===== src/hw/rtl/assert_macros.svh =====
// Assertion macros for the RTL files of the tremolo block.
`ifndef ASSERT_MACROS_SVH
`define ASSERT_MACROS_SVH
`ifndef SYNTHESIS
// A property that must hold at every clock edge outside reset.
`define AST_HOLD(lbl, clk, rst_n, prop) \
    lbl: assert property (@(posedge clk) disable iff (!rst_n) (prop)) \
        else $error("assertion failed");
// A condition that forces another one in the following cycle.
`define AST_NEXT(lbl, clk, rst_n, ante, cons) \
    lbl: assert property (@(posedge clk) disable iff (!rst_n) (ante) |=> (cons)) \
        else $error("assertion failed");
`else
`define AST_HOLD(lbl, clk, rst_n, prop)
`define AST_NEXT(lbl, clk, rst_n, ante, cons)
`endif
`endif


===== src/hw/rtl/stap_pkg.sv =====
// Package with widths, constants, types and helper functions of the tremolo block.
package stap_pkg;

    localparam int SAMPLE_BITS = 24;
    localparam int PHASE_BITS  = 32;
    // Sine table depth; must be a power of two.
    localparam int SINE_TABLE_DEPTH = 1024;
    localparam int TBL_BITS = $clog2(SINE_TABLE_DEPTH);

    localparam int DATA_BITS = ((2 * SAMPLE_BITS + 7) / 8) * 8;
    localparam int STEP_BITS = 24;
    localparam int CTRL_BITS = 16;
    localparam int CFG_BITS  = 24;
    localparam int Q15_ONE   = 32768;

    // Turn position of the sine approximation and the widths of its division.
    localparam int TURN_BITS = 16;
    localparam int H_BITS    = TURN_BITS - 1;
    localparam int Q_BITS    = 2 * TURN_BITS - 3;
    localparam int DEN_BITS  = 35;
    localparam int NUM_BITS  = 50;
    localparam int QUO_BITS  = 16;
    localparam int CNT_BITS  = $clog2(QUO_BITS);
    localparam logic [DEN_BITS-1:0] DEN_BASE = DEN_BITS'(64'd5 << 32);

    // Shared multiplier operands and product.
    localparam int MUL_A_BITS = (SAMPLE_BITS + 1 > 17) ? SAMPLE_BITS + 1 : 17;
    localparam int MUL_B_BITS = 18;
    localparam int PROD_BITS  = MUL_A_BITS + MUL_B_BITS;
    localparam int ACC_BITS   = PROD_BITS + 1;

    localparam logic signed [ACC_BITS-1:0] ACC_SMAX =
        ACC_BITS'((64'sd1 <<< (SAMPLE_BITS - 1)) - 64'sd1);
    localparam logic signed [ACC_BITS-1:0] ACC_SMIN = -ACC_SMAX - ACC_BITS'(1);
    localparam logic signed [ACC_BITS-1:0] ACC_HALF15 = ACC_BITS'(16384);

    typedef enum logic [1:0] {
        CFG_PHASE_STEP = 2'd0,
        CFG_DEPTH      = 2'd1,
        CFG_WET_MIX    = 2'd2,
        CFG_AUTO_PAN   = 2'd3
    } t_cfg_idx;

    typedef struct packed {
        logic                start;
        logic [NUM_BITS-1:0] num;
        logic [DEN_BITS-1:0] den;
    } t_div_req;

    typedef struct packed {
        logic                done;
        logic [QUO_BITS-1:0] quo;
    } t_div_rsp;

    // Round half up, then shift right by 15.
    function automatic logic signed [ACC_BITS-1:0] rnd15(
        input logic signed [ACC_BITS-1:0] v
    );
        return (v + ACC_HALF15) >>> 15;
    endfunction

    // Clamp to the sample range.
    function automatic logic signed [SAMPLE_BITS-1:0] sat(
        input logic signed [ACC_BITS-1:0] v
    );
        if (v > ACC_SMAX) begin
            return SAMPLE_BITS'(ACC_SMAX);
        end else if (v < ACC_SMIN) begin
            return SAMPLE_BITS'(ACC_SMIN);
        end
        return v[SAMPLE_BITS-1:0];
    endfunction

endpackage


===== src/hw/rtl/stap_div.sv =====
// Restoring divider, one quotient bit per cycle, for the sine approximation.
module stap_div (
    input  logic               i_clk,
    input  logic               i_rst_n,
    input  stap_pkg::t_div_req i_req,
    output stap_pkg::t_div_rsp o_rsp
);

    logic                          r_busy;
    logic                          r_done;
    logic [stap_pkg::CNT_BITS-1:0] r_cnt;
    logic [stap_pkg::DEN_BITS-1:0] r_rem;
    logic [stap_pkg::DEN_BITS-1:0] r_den;
    logic [stap_pkg::QUO_BITS-1:0] r_low;
    logic [stap_pkg::QUO_BITS-1:0] r_quo;

    logic [stap_pkg::DEN_BITS:0]   w_shift;
    logic [stap_pkg::DEN_BITS+1:0] w_trial;
    logic                          w_qbit;

    // The numerator is below den * 2^16, so its upper part already fits the remainder.
    assign w_shift = {r_rem, r_low[stap_pkg::QUO_BITS-1]};
    assign w_trial = {1'b0, w_shift} - {2'b00, r_den};
    assign w_qbit  = !w_trial[stap_pkg::DEN_BITS+1];

    always_ff @(posedge i_clk) begin
        if (!i_rst_n) begin
            r_busy <= 1'b0;
            r_done <= 1'b0;
            r_cnt  <= '0;
        end else begin
            r_done <= 1'b0;
            if (i_req.start) begin
                r_busy <= 1'b1;
                r_cnt  <= '0;
                r_rem  <= stap_pkg::DEN_BITS'(i_req.num[stap_pkg::NUM_BITS-1:stap_pkg::QUO_BITS]);
                r_low  <= i_req.num[stap_pkg::QUO_BITS-1:0];
                r_den  <= i_req.den;
            end else if (r_busy) begin
                r_rem <= w_qbit ? w_trial[stap_pkg::DEN_BITS-1:0]
                                : w_shift[stap_pkg::DEN_BITS-1:0];
                r_low <= {r_low[stap_pkg::QUO_BITS-2:0], 1'b0};
                r_quo <= {r_quo[stap_pkg::QUO_BITS-2:0], w_qbit};
                r_cnt <= r_cnt + 1'b1;
                if (r_cnt == stap_pkg::CNT_BITS'(stap_pkg::QUO_BITS - 1)) begin
                    r_busy <= 1'b0;
                    r_done <= 1'b1;
                end
            end
        end
    end

    assign o_rsp.done = r_done;
    assign o_rsp.quo  = r_quo;

endmodule


===== src/hw/rtl/stereo_tremolo_autopan.sv =====
// Stereo tremolo with auto-pan: sequencer around one shared multiplier and a divider.
//
// Usage: stereo sample pairs enter on the slave stream (tdata holds left_in in
// the low bits, right_in above it) and leave on the master stream with the
// same packing. The LFO phase advances by phase_step for every item.
// Configuration must be written through i_cfg_we / i_cfg_index / i_cfg_data
// only while the block is idle; the block itself does not enforce this. Indices:
// 0 phase_step, 1 depth, 2 wet_mix, 3 auto_pan. A new item is accepted only
// after the result of the last one has been loaded; the bit-serial divider
// evaluates the sine approximation, then eight gain and mix products are
// issued one per cycle on the shared multiplier. o_s_axis_tready is high
// only while the sequencer is idle.
// A finished result sits in an output register, so the next item may be taken
// while it waits; if the receiver stalls long enough that a second result is
// ready, the sequencer holds it until the register frees.
// Reset (synchronous, active low) zeroes the LFO phase, restores the default
// register values and empties the output register.
`include "assert_macros.svh"

module stereo_tremolo_autopan (
    input  logic                           i_clk,
    input  logic                           i_rst_n,
    input  logic                           i_s_axis_tvalid,
    output logic                           o_s_axis_tready,
    // Fields from bit 0: left_in, right_in.
    input  logic [stap_pkg::DATA_BITS-1:0] i_s_axis_tdata,
    output logic                           o_m_axis_tvalid,
    input  logic                           i_m_axis_tready,
    // Fields from bit 0: left_out, right_out.
    output logic [stap_pkg::DATA_BITS-1:0] o_m_axis_tdata,
    input  logic                           i_cfg_we,
    input  logic [1:0]                     i_cfg_index,
    input  logic [stap_pkg::CFG_BITS-1:0]  i_cfg_data
);

    typedef enum logic [3:0] {
        S_IDLE, S_DEN, S_DIV, S_GL, S_GR, S_WL, S_WR,
        S_ML0, S_ML1, S_MR0, S_MR1, S_FIN
    } t_state;

    t_state r_state;

    logic [stap_pkg::STEP_BITS-1:0]  r_phase_step;
    logic [stap_pkg::CTRL_BITS-1:0]  r_depth;
    logic [stap_pkg::CTRL_BITS-1:0]  r_wet_mix;
    logic                            r_auto_pan;
    logic [stap_pkg::PHASE_BITS-1:0] r_phase;

    logic signed [stap_pkg::SAMPLE_BITS-1:0] r_left;
    logic signed [stap_pkg::SAMPLE_BITS-1:0] r_right;
    logic                                    r_neg;
    logic signed [stap_pkg::QUO_BITS:0]      r_sine;
    logic [stap_pkg::CTRL_BITS-1:0]          r_gl;
    logic [stap_pkg::CTRL_BITS-1:0]          r_gr;
    logic signed [stap_pkg::SAMPLE_BITS-1:0] r_wl;
    logic signed [stap_pkg::SAMPLE_BITS-1:0] r_wr;
    logic signed [stap_pkg::SAMPLE_BITS-1:0] r_mix_l;
    logic signed [stap_pkg::PROD_BITS-1:0]   r_prod;
    logic signed [stap_pkg::PROD_BITS-1:0]   r_acc;

    logic                                    r_m_valid;
    logic signed [stap_pkg::SAMPLE_BITS-1:0] r_out_l;
    logic signed [stap_pkg::SAMPLE_BITS-1:0] r_out_r;

    stap_pkg::t_div_req w_div_req;
    stap_pkg::t_div_rsp w_div_rsp;

    logic [stap_pkg::TBL_BITS-1:0]          w_idx;
    logic [stap_pkg::TURN_BITS-1:0]         w_turn;
    logic [stap_pkg::H_BITS-1:0]            w_h;
    logic [stap_pkg::TURN_BITS-1:0]         w_hc;
    logic [stap_pkg::Q_BITS-1:0]            w_q;
    logic [stap_pkg::DEN_BITS-1:0]          w_den;
    logic [stap_pkg::CTRL_BITS-1:0]         w_dep;
    logic [stap_pkg::CTRL_BITS-1:0]         w_mix;
    logic [stap_pkg::CTRL_BITS-1:0]         w_mix_c;
    logic signed [stap_pkg::PROD_BITS-1:0]  w_rnd16;
    logic [stap_pkg::CTRL_BITS-1:0]         w_gain;
    logic signed [stap_pkg::ACC_BITS-1:0]   w_sum;
    logic signed [stap_pkg::SAMPLE_BITS-1:0] w_wet;
    logic signed [stap_pkg::SAMPLE_BITS-1:0] w_mixed;
    logic signed [stap_pkg::MUL_A_BITS-1:0] w_mul_a;
    logic signed [stap_pkg::MUL_B_BITS-1:0] w_mul_b;
    logic signed [stap_pkg::PROD_BITS-1:0]  w_mul_p;
    logic                                   w_accept;
    logic                                   w_out_free;

    localparam logic signed [stap_pkg::MUL_B_BITS-1:0] B_ONE =
        stap_pkg::MUL_B_BITS'(stap_pkg::Q15_ONE);
    localparam logic signed [stap_pkg::PROD_BITS-1:0] P_HALF16 =
        stap_pkg::PROD_BITS'(32768);
    localparam logic [stap_pkg::CTRL_BITS-1:0] C_ONE =
        stap_pkg::CTRL_BITS'(stap_pkg::Q15_ONE);

    assign w_accept   = i_s_axis_tvalid && o_s_axis_tready;
    assign w_out_free = !r_m_valid || i_m_axis_tready;

    // Table index and turn position of the current phase.
    assign w_idx  = r_phase[stap_pkg::PHASE_BITS-1 -: stap_pkg::TBL_BITS];
    assign w_turn = {w_idx, {(stap_pkg::TURN_BITS - stap_pkg::TBL_BITS){1'b0}}};
    assign w_h    = w_turn[stap_pkg::H_BITS-1:0];
    assign w_hc   = C_ONE - {1'b0, w_h};

    // Denominator and rounded numerator of the rational sine.
    assign w_q   = r_prod[stap_pkg::Q_BITS-1:0];
    assign w_den = stap_pkg::DEN_BASE - stap_pkg::DEN_BITS'({w_q, 4'b0000});
    assign w_div_req.start = (r_state == S_DEN);
    assign w_div_req.num   = stap_pkg::NUM_BITS'({w_q, 21'd0})
                           + stap_pkg::NUM_BITS'(w_den[stap_pkg::DEN_BITS-1:1]);
    assign w_div_req.den   = w_den;

    assign w_dep   = (r_depth > C_ONE) ? C_ONE : r_depth;
    assign w_mix   = (r_wet_mix > C_ONE) ? C_ONE : r_wet_mix;
    assign w_mix_c = C_ONE - w_mix;

    // The rounded depth product never exceeds one, so the gain stays in 0..1.
    assign w_rnd16 = (r_prod + P_HALF16) >>> 16;
    assign w_gain  = C_ONE - w_rnd16[stap_pkg::CTRL_BITS-1:0];
    assign w_sum   = stap_pkg::ACC_BITS'(r_acc) + stap_pkg::ACC_BITS'(r_prod);
    assign w_wet   = stap_pkg::sat(stap_pkg::rnd15(stap_pkg::ACC_BITS'(r_prod)));
    assign w_mixed = stap_pkg::sat(stap_pkg::rnd15(w_sum));

    // Operand selection of the shared multiplier; the product is used in the next state.
    always_comb begin
        w_mul_a = $signed(stap_pkg::MUL_A_BITS'(w_h));
        w_mul_b = $signed(stap_pkg::MUL_B_BITS'(w_hc));
        case (r_state)
            S_GL: begin
                w_mul_a = $signed(stap_pkg::MUL_A_BITS'(w_dep));
                w_mul_b = B_ONE + stap_pkg::MUL_B_BITS'(r_sine);
            end
            S_GR: begin
                w_mul_a = $signed(stap_pkg::MUL_A_BITS'(w_dep));
                w_mul_b = B_ONE - stap_pkg::MUL_B_BITS'(r_sine);
            end
            S_WL: begin
                w_mul_a = stap_pkg::MUL_A_BITS'(r_left);
                w_mul_b = $signed(stap_pkg::MUL_B_BITS'(r_gl));
            end
            S_WR: begin
                w_mul_a = stap_pkg::MUL_A_BITS'(r_right);
                w_mul_b = $signed(stap_pkg::MUL_B_BITS'(r_gr));
            end
            S_ML0: begin
                w_mul_a = stap_pkg::MUL_A_BITS'(r_left);
                w_mul_b = $signed(stap_pkg::MUL_B_BITS'(w_mix_c));
            end
            S_ML1: begin
                w_mul_a = stap_pkg::MUL_A_BITS'(r_wl);
                w_mul_b = $signed(stap_pkg::MUL_B_BITS'(w_mix));
            end
            S_MR0: begin
                w_mul_a = stap_pkg::MUL_A_BITS'(r_right);
                w_mul_b = $signed(stap_pkg::MUL_B_BITS'(w_mix_c));
            end
            // The wet right product is held while the result waits to be loaded.
            S_MR1, S_FIN: begin
                w_mul_a = stap_pkg::MUL_A_BITS'(r_wr);
                w_mul_b = $signed(stap_pkg::MUL_B_BITS'(w_mix));
            end
            default: begin
            end
        endcase
    end

    assign w_mul_p = w_mul_a * w_mul_b;

    stap_div u_div (
        .i_clk   (i_clk),
        .i_rst_n (i_rst_n),
        .i_req   (w_div_req),
        .o_rsp   (w_div_rsp)
    );

    always_ff @(posedge i_clk) begin
        if (!i_rst_n) begin
            r_state      <= S_IDLE;
            r_m_valid    <= 1'b0;
            r_phase      <= '0;
            r_phase_step <= stap_pkg::STEP_BITS'(178957);
            r_depth      <= stap_pkg::CTRL_BITS'(16384);
            r_wet_mix    <= stap_pkg::CTRL_BITS'(32768);
            r_auto_pan   <= 1'b0;
        end else begin
            r_prod <= w_mul_p;
            if (r_state == S_FIN && w_out_free) begin
                r_m_valid <= 1'b1;
            end else if (i_m_axis_tready) begin
                r_m_valid <= 1'b0;
            end
            if (i_cfg_we) begin
                unique case (i_cfg_index)
                    stap_pkg::CFG_PHASE_STEP: r_phase_step <= i_cfg_data;
                    stap_pkg::CFG_DEPTH:      r_depth      <= i_cfg_data[stap_pkg::CTRL_BITS-1:0];
                    stap_pkg::CFG_WET_MIX:    r_wet_mix    <= i_cfg_data[stap_pkg::CTRL_BITS-1:0];
                    stap_pkg::CFG_AUTO_PAN:   r_auto_pan   <= i_cfg_data[0];
                    default: begin
                    end
                endcase
            end
            unique case (r_state)
                S_IDLE: begin
                    if (w_accept) begin
                        r_left  <= i_s_axis_tdata[stap_pkg::SAMPLE_BITS-1:0];
                        r_right <= i_s_axis_tdata[2*stap_pkg::SAMPLE_BITS-1:stap_pkg::SAMPLE_BITS];
                        r_neg   <= w_turn[stap_pkg::TURN_BITS-1];
                        r_state <= S_DEN;
                    end
                end
                S_DEN: r_state <= S_DIV;
                S_DIV: begin
                    if (w_div_rsp.done) begin
                        r_sine  <= r_neg ? -$signed({1'b0, w_div_rsp.quo})
                                         : $signed({1'b0, w_div_rsp.quo});
                        r_state <= S_GL;
                    end
                end
                S_GL: r_state <= S_GR;
                S_GR: begin
                    r_gl    <= w_gain;
                    r_state <= S_WL;
                end
                S_WL: begin
                    r_gr    <= r_auto_pan ? w_gain : r_gl;
                    r_state <= S_WR;
                end
                S_WR: begin
                    r_wl    <= w_wet;
                    r_state <= S_ML0;
                end
                S_ML0: begin
                    r_wr    <= w_wet;
                    r_state <= S_ML1;
                end
                S_ML1: begin
                    r_acc   <= r_prod;
                    r_state <= S_MR0;
                end
                S_MR0: begin
                    r_mix_l <= w_mixed;
                    r_state <= S_MR1;
                end
                S_MR1: begin
                    r_acc   <= r_prod;
                    r_state <= S_FIN;
                end
                S_FIN: begin
                    // The right channel is finished here from the held dry and wet products.
                    if (w_out_free) begin
                        r_out_l <= r_mix_l;
                        r_out_r <= w_mixed;
                        r_phase <= r_phase + stap_pkg::PHASE_BITS'(r_phase_step);
                        r_state <= S_IDLE;
                    end
                end
                default: r_state <= S_IDLE;
            endcase
        end
    end

    assign o_s_axis_tready = (r_state == S_IDLE);
    assign o_m_axis_tvalid = r_m_valid;
    assign o_m_axis_tdata  = stap_pkg::DATA_BITS'({r_out_r, r_out_l});

    `AST_NEXT(a_busy_after_accept, i_clk, i_rst_n, w_accept, !o_s_axis_tready)
    `AST_HOLD(a_div_done_in_wait, i_clk, i_rst_n, !w_div_rsp.done || r_state == S_DIV)
    `AST_NEXT(a_result_loaded, i_clk, i_rst_n, r_state == S_FIN && w_out_free, o_m_axis_tvalid && o_s_axis_tready)

endmodule

===== config.mk =====
export PLATFORM = sky130hd
export DESIGN_NAME = stereo_tremolo_autopan
export DESIGN_NICKNAME = d
export VERILOG_FILES = /design/src/hw/rtl/stap_pkg.sv /design/src/hw/rtl/stap_div.sv /design/src/hw/rtl/stereo_tremolo_autopan.sv
export VERILOG_INCLUDE_DIRS = /design/src /design/src/hw/rtl
export SDC_FILE = /design/constraint.sdc
export NUM_CORES = 2
export LEC_CHECK = 0
export ABC_AREA = 1
export BUFFER_PORTS_ARGS = -buffer_cell sky130_fd_sc_hd__buf_2
export CORE_MARGIN = 2
export CORE_UTILIZATION = 59
export DETAILED_ROUTE_END_ITERATION = 10
export MAX_ROUTING_LAYER = met4
export PLACE_DENSITY = 0.79
export SLEW_MARGIN = 20
export SYNTH_ARGS = -nofsm -noshare
export SYNTH_HDL_FRONTEND = slang
export SYNTH_SLANG_ARGS = --single-unit

===== constraint.sdc =====
create_clock -name i_clk -period 7.4 [get_ports i_clk]
set_input_delay 1.48 -clock i_clk [delete_from_list [all_inputs] [get_ports i_clk]]
set_output_delay 1.48 -clock i_clk [all_outputs]
set_load 0.02 [all_outputs]

==> metrics.txt <==
status completed; Psw 8.19 mW; Core Util, Final 70.1%; WL final 139000 um; Switching Share 46.6%; Max Fclk 136 MHz; clock slew at the register clock pins of the worst setup and hold paths 60 ps; Overall Global Routing Usage 36.3%; num ports 129; dpl hpwl 111000 um; DR vias/cell 5.65; drt first-iter violations 3866; core footprint 75800 um^2; R2R cell count 31; hold_sp r_mix_l[10]$_DFFE_PP_; pin count of the biggest net entering global routing 90; Sequential Area 14000 um^2; vias in the first global route 38700; initial antenna violation count 1; ys async rst share 0%; cell mode on critical path fa_1; Hold WS 418 ps; H-Tree Level Count 2; Max Cap Violations 0; Hold Crit Endpoint r_out_l[10]$_DFFE_PP_; Cells after DPL 6755; critical path's largest stage delay 620 ps; Synth cell types 68; CTS tree built; HP Class flip-flop to flip-flop; DR WL/cell 20.1 um; chip height 280 um; clk_skew 44.4 ps; mux share of post-synthesis cell area 0.0222%; Tmin final 7350 ps; Synth Area in XOR/XNOR 3.50%; slowest CP cell fa_2; remaining antenna violation count 0; synth warn 0; final non-filler cell total 6883; reg2reg end r_prod[39]$_DFFE_PP_; Syn Area/Cell 8.41 um^2; clock share of power 14.8%; most frequent cells in the layout nand2_1 (1078), inv_1 (953), nor2_1 (493), fa_1 (411), buf_4 (400); Root Buffer clkbuf_16; Max Slew Vio Count 0; standard-cell rows 101; global-route wire length before repair 213000 um; Compound-Gate Fraction of Synth Area 9.33%; CTS max path bufs 3; Post-synth EDFFs 399; hold depth 0; hold_buf cts 0; die area 78600 um^2; CTS Sinks 499; sequential power share 23.9%; Die W 280 um; final hold vios 0; residual overflow from global routing 0; final setup fails 0; # port buffers 128; RD Place Congestion 1.04; drt pass-1 iters 7; Leak 24.8 nW; critical-path maximum fanout 14; RSZ-0062 raised after global routing yes; CP Capture Type flip-flop; Req. time, crit path 7790 ps; #FFs+latches synth 499; reg2reg setup slack 50 ps; Final period util 99.3%; nets 6645; worst-margin pin slew 988 ps; area grow syn2layout 17.9%; most common cell after layout, fill and taps aside nand2_1; Worst EP arrival 7730 ps; drt drc 0; Post-Synthesis Cells 5362; Adder-Cell Fraction of Synth Area 26.8%; Top FF cell, synth edfxtp_1; peak supply drop 0.225 mV; layout cells sized above 1 17.4%; Comb pwr share 61.3%; P_int 9.40 mW; Final WS setup 52.0 ps; Pwr Density 331 nW/um^2; Fillers 6018; Post-Synth Simple-Gate Area 19.4%; Place WS -314 ps; cell area after synthesis 45100 um^2; Vias 38900; Seq/Total Area, Yosys 31.0%; R2R Path Start r_state[0]$_SDFFE_PN0P_; Multi-input gate area 28000 um^2; TritonCTS Buffers 53; clk_lat worst skew 620 ps; Starting Density 59.5%; CP Class flip-flop to flip-flop; largest family of logic cells by synthesized area adder cells; kind of start point of the critical path flip-flop; relative slew slack 33.7%; setup_tns 0 ps
## cells by family after synthesis
| family | count (synthesis) |
|---|---|
| AOI/OAI and AO/OA | 720 |
| xor gates and xnor gates | 180 |
| adders and majority gates | 704 |
| buffers and inverters | 1156 |
| DFF | 499 |
| muxes | 1 |
| other | 2 |
| and+or+nand+nor | 2100 |
## cell usage after synthesis (8+ instances only)
library cell | count | share of area, %
edfxtp_1 | 399 | 27
nand2_2 | 11 | 0.15
or2_2 | 9 | 0.12
o211ai_1 | 20 | 0.33
nand3b_1 | 9 | 0.15
a21o_1 | 19 | 0.32
inv_1 | 990 | 8.2
fa_1 | 433 | 19
o21bai_1 | 24 | 0.40
nor4_1 | 17 | 0.24
ha_1 | 271 | 7.5
xnor2_1 | 53 | 1.0
buf_2 | 56 | 0.62
o21ai_0 | 250 | 2.8
a21boi_0 | 8 | 0.13
o21ai_1 | 8 | 0.089
nand3_1 | 242 | 2.7
a221oi_1 | 18 | 0.35
a31oi_1 | 35 | 0.49
a22o_1 | 17 | 0.33
a21oi_1 | 260 | 2.9
buf_4 | 13 | 0.22
nor3_1 | 62 | 0.69
dfxtp_1 | 100 | 4.4
o22ai_1 | 8 | 0.11
nor2_2 | 14 | 0.19
o221ai_1 | 12 | 0.23
nand2_1 | 1113 | 9.3
nor2_1 | 543 | 4.5
nand4_1 | 49 | 0.68
inv_2 | 32 | 0.27
clkbuf_1 | 49 | 0.41
xor2_1 | 127 | 2.5
## worst max-delay path by stage
stage,startpoint,endpoint
2_1_floorplan,r_wet_mix[15]$_SDFFE_PN1P_,r_prod[38]$_DFFE_PP_
4_1_cts,r_wet_mix[10]$_SDFFE_PN0P_,r_prod[40]$_DFFE_PP_
5_1_grt,r_wet_mix[10]$_SDFFE_PN0P_,r_prod[39]$_DFFE_PP_
6_report,r_state[0]$_SDFFE_PN0P_,r_prod[39]$_DFFE_PP_
3_5_place_dp,r_wet_mix[13]$_SDFFE_PN0P_,r_prod[38]$_DFFE_PP_
3_3_place_gp,r_state[0]$_SDFFE_PN0P_,r_prod[39]$_DFFE_PP_
## stage by stage
stage                     instance area, um^2  power, mW
final                                   53200       17.6
after global routing                    53200       18.8
after CTS                               51800       16.6
after detailed placement                49800       13.8
after global placement                  49800       13.6
after floorplan                         45100       10.2
## worst max-delay path, delay by kind of cell, from the launching register on
family,cells,cell delay (ps)
adder cells (fa/ha/maj),7,3480
AND/OR/NAND/NOR,12,1690
buffers and inverters,8,880
AO/OA/AOI/OAI,4,750
flip-flops,1,340
## power groups by stage
stage | Combinational, mW | Clock (mW) | Sequential, mW
after global placement | 9.42 | 0 | 4.23
after detailed placement | 9.61 | 0 | 4.24
after global routing | 11.8 | 2.74 | 4.22
final | 10.8 | 2.61 | 4.20
after floorplan | 6.20 | 0 | 4.04
after CTS | 9.81 | 2.63 | 4.18
## registers in the layout, indices dropped and copies added, names as in the netlist, 4 cells and up
name,cells
r_acc,43
r_depth,16
r_gl,16
r_gr,16
r_left,24
r_mix_l,24
r_out_l,24
r_out_r,24
r_phase,32
r_phase_step,24
r_prod,43
r_right,24
r_sine,17
r_state,4
r_wet_mix,16
r_wl,24
r_wr,24
u_div.r_cnt,4
u_div.r_den,31
u_div.r_low,13
u_div.r_quo,16
u_div.r_rem,35
## metal layers
metal  global-route usage (%)  share of wire, %  vias to the layer above
met3                     5.05               7.7                      380
met5                        -                 0                        -
met2                     58.2                47                     1731
met1                     46.4                41                    18700
met4                     15.8               5.2                        0
li1                         -                 -                    18100
## final cells by class
type	count	share of cell area, %
clock inverters	35	0.610
multi-input cells	3714	52.7
diodes	1	0.00471
inverters	1029	7.30
flip-flops and latches	499	26.3
repair buffers	565	8.19
well taps	978	2.30
clock buffers	62	2.60
## repair_timing
action | 4_1_cts | 5_1_grt
pin swaps | 31 | 167
setup buffers | 9 | 20
cloned | 1 | 1
setup endpoints to repair | 21 | 28
resized for setup | 56 | 288
(Power assumes the default switching activity.)
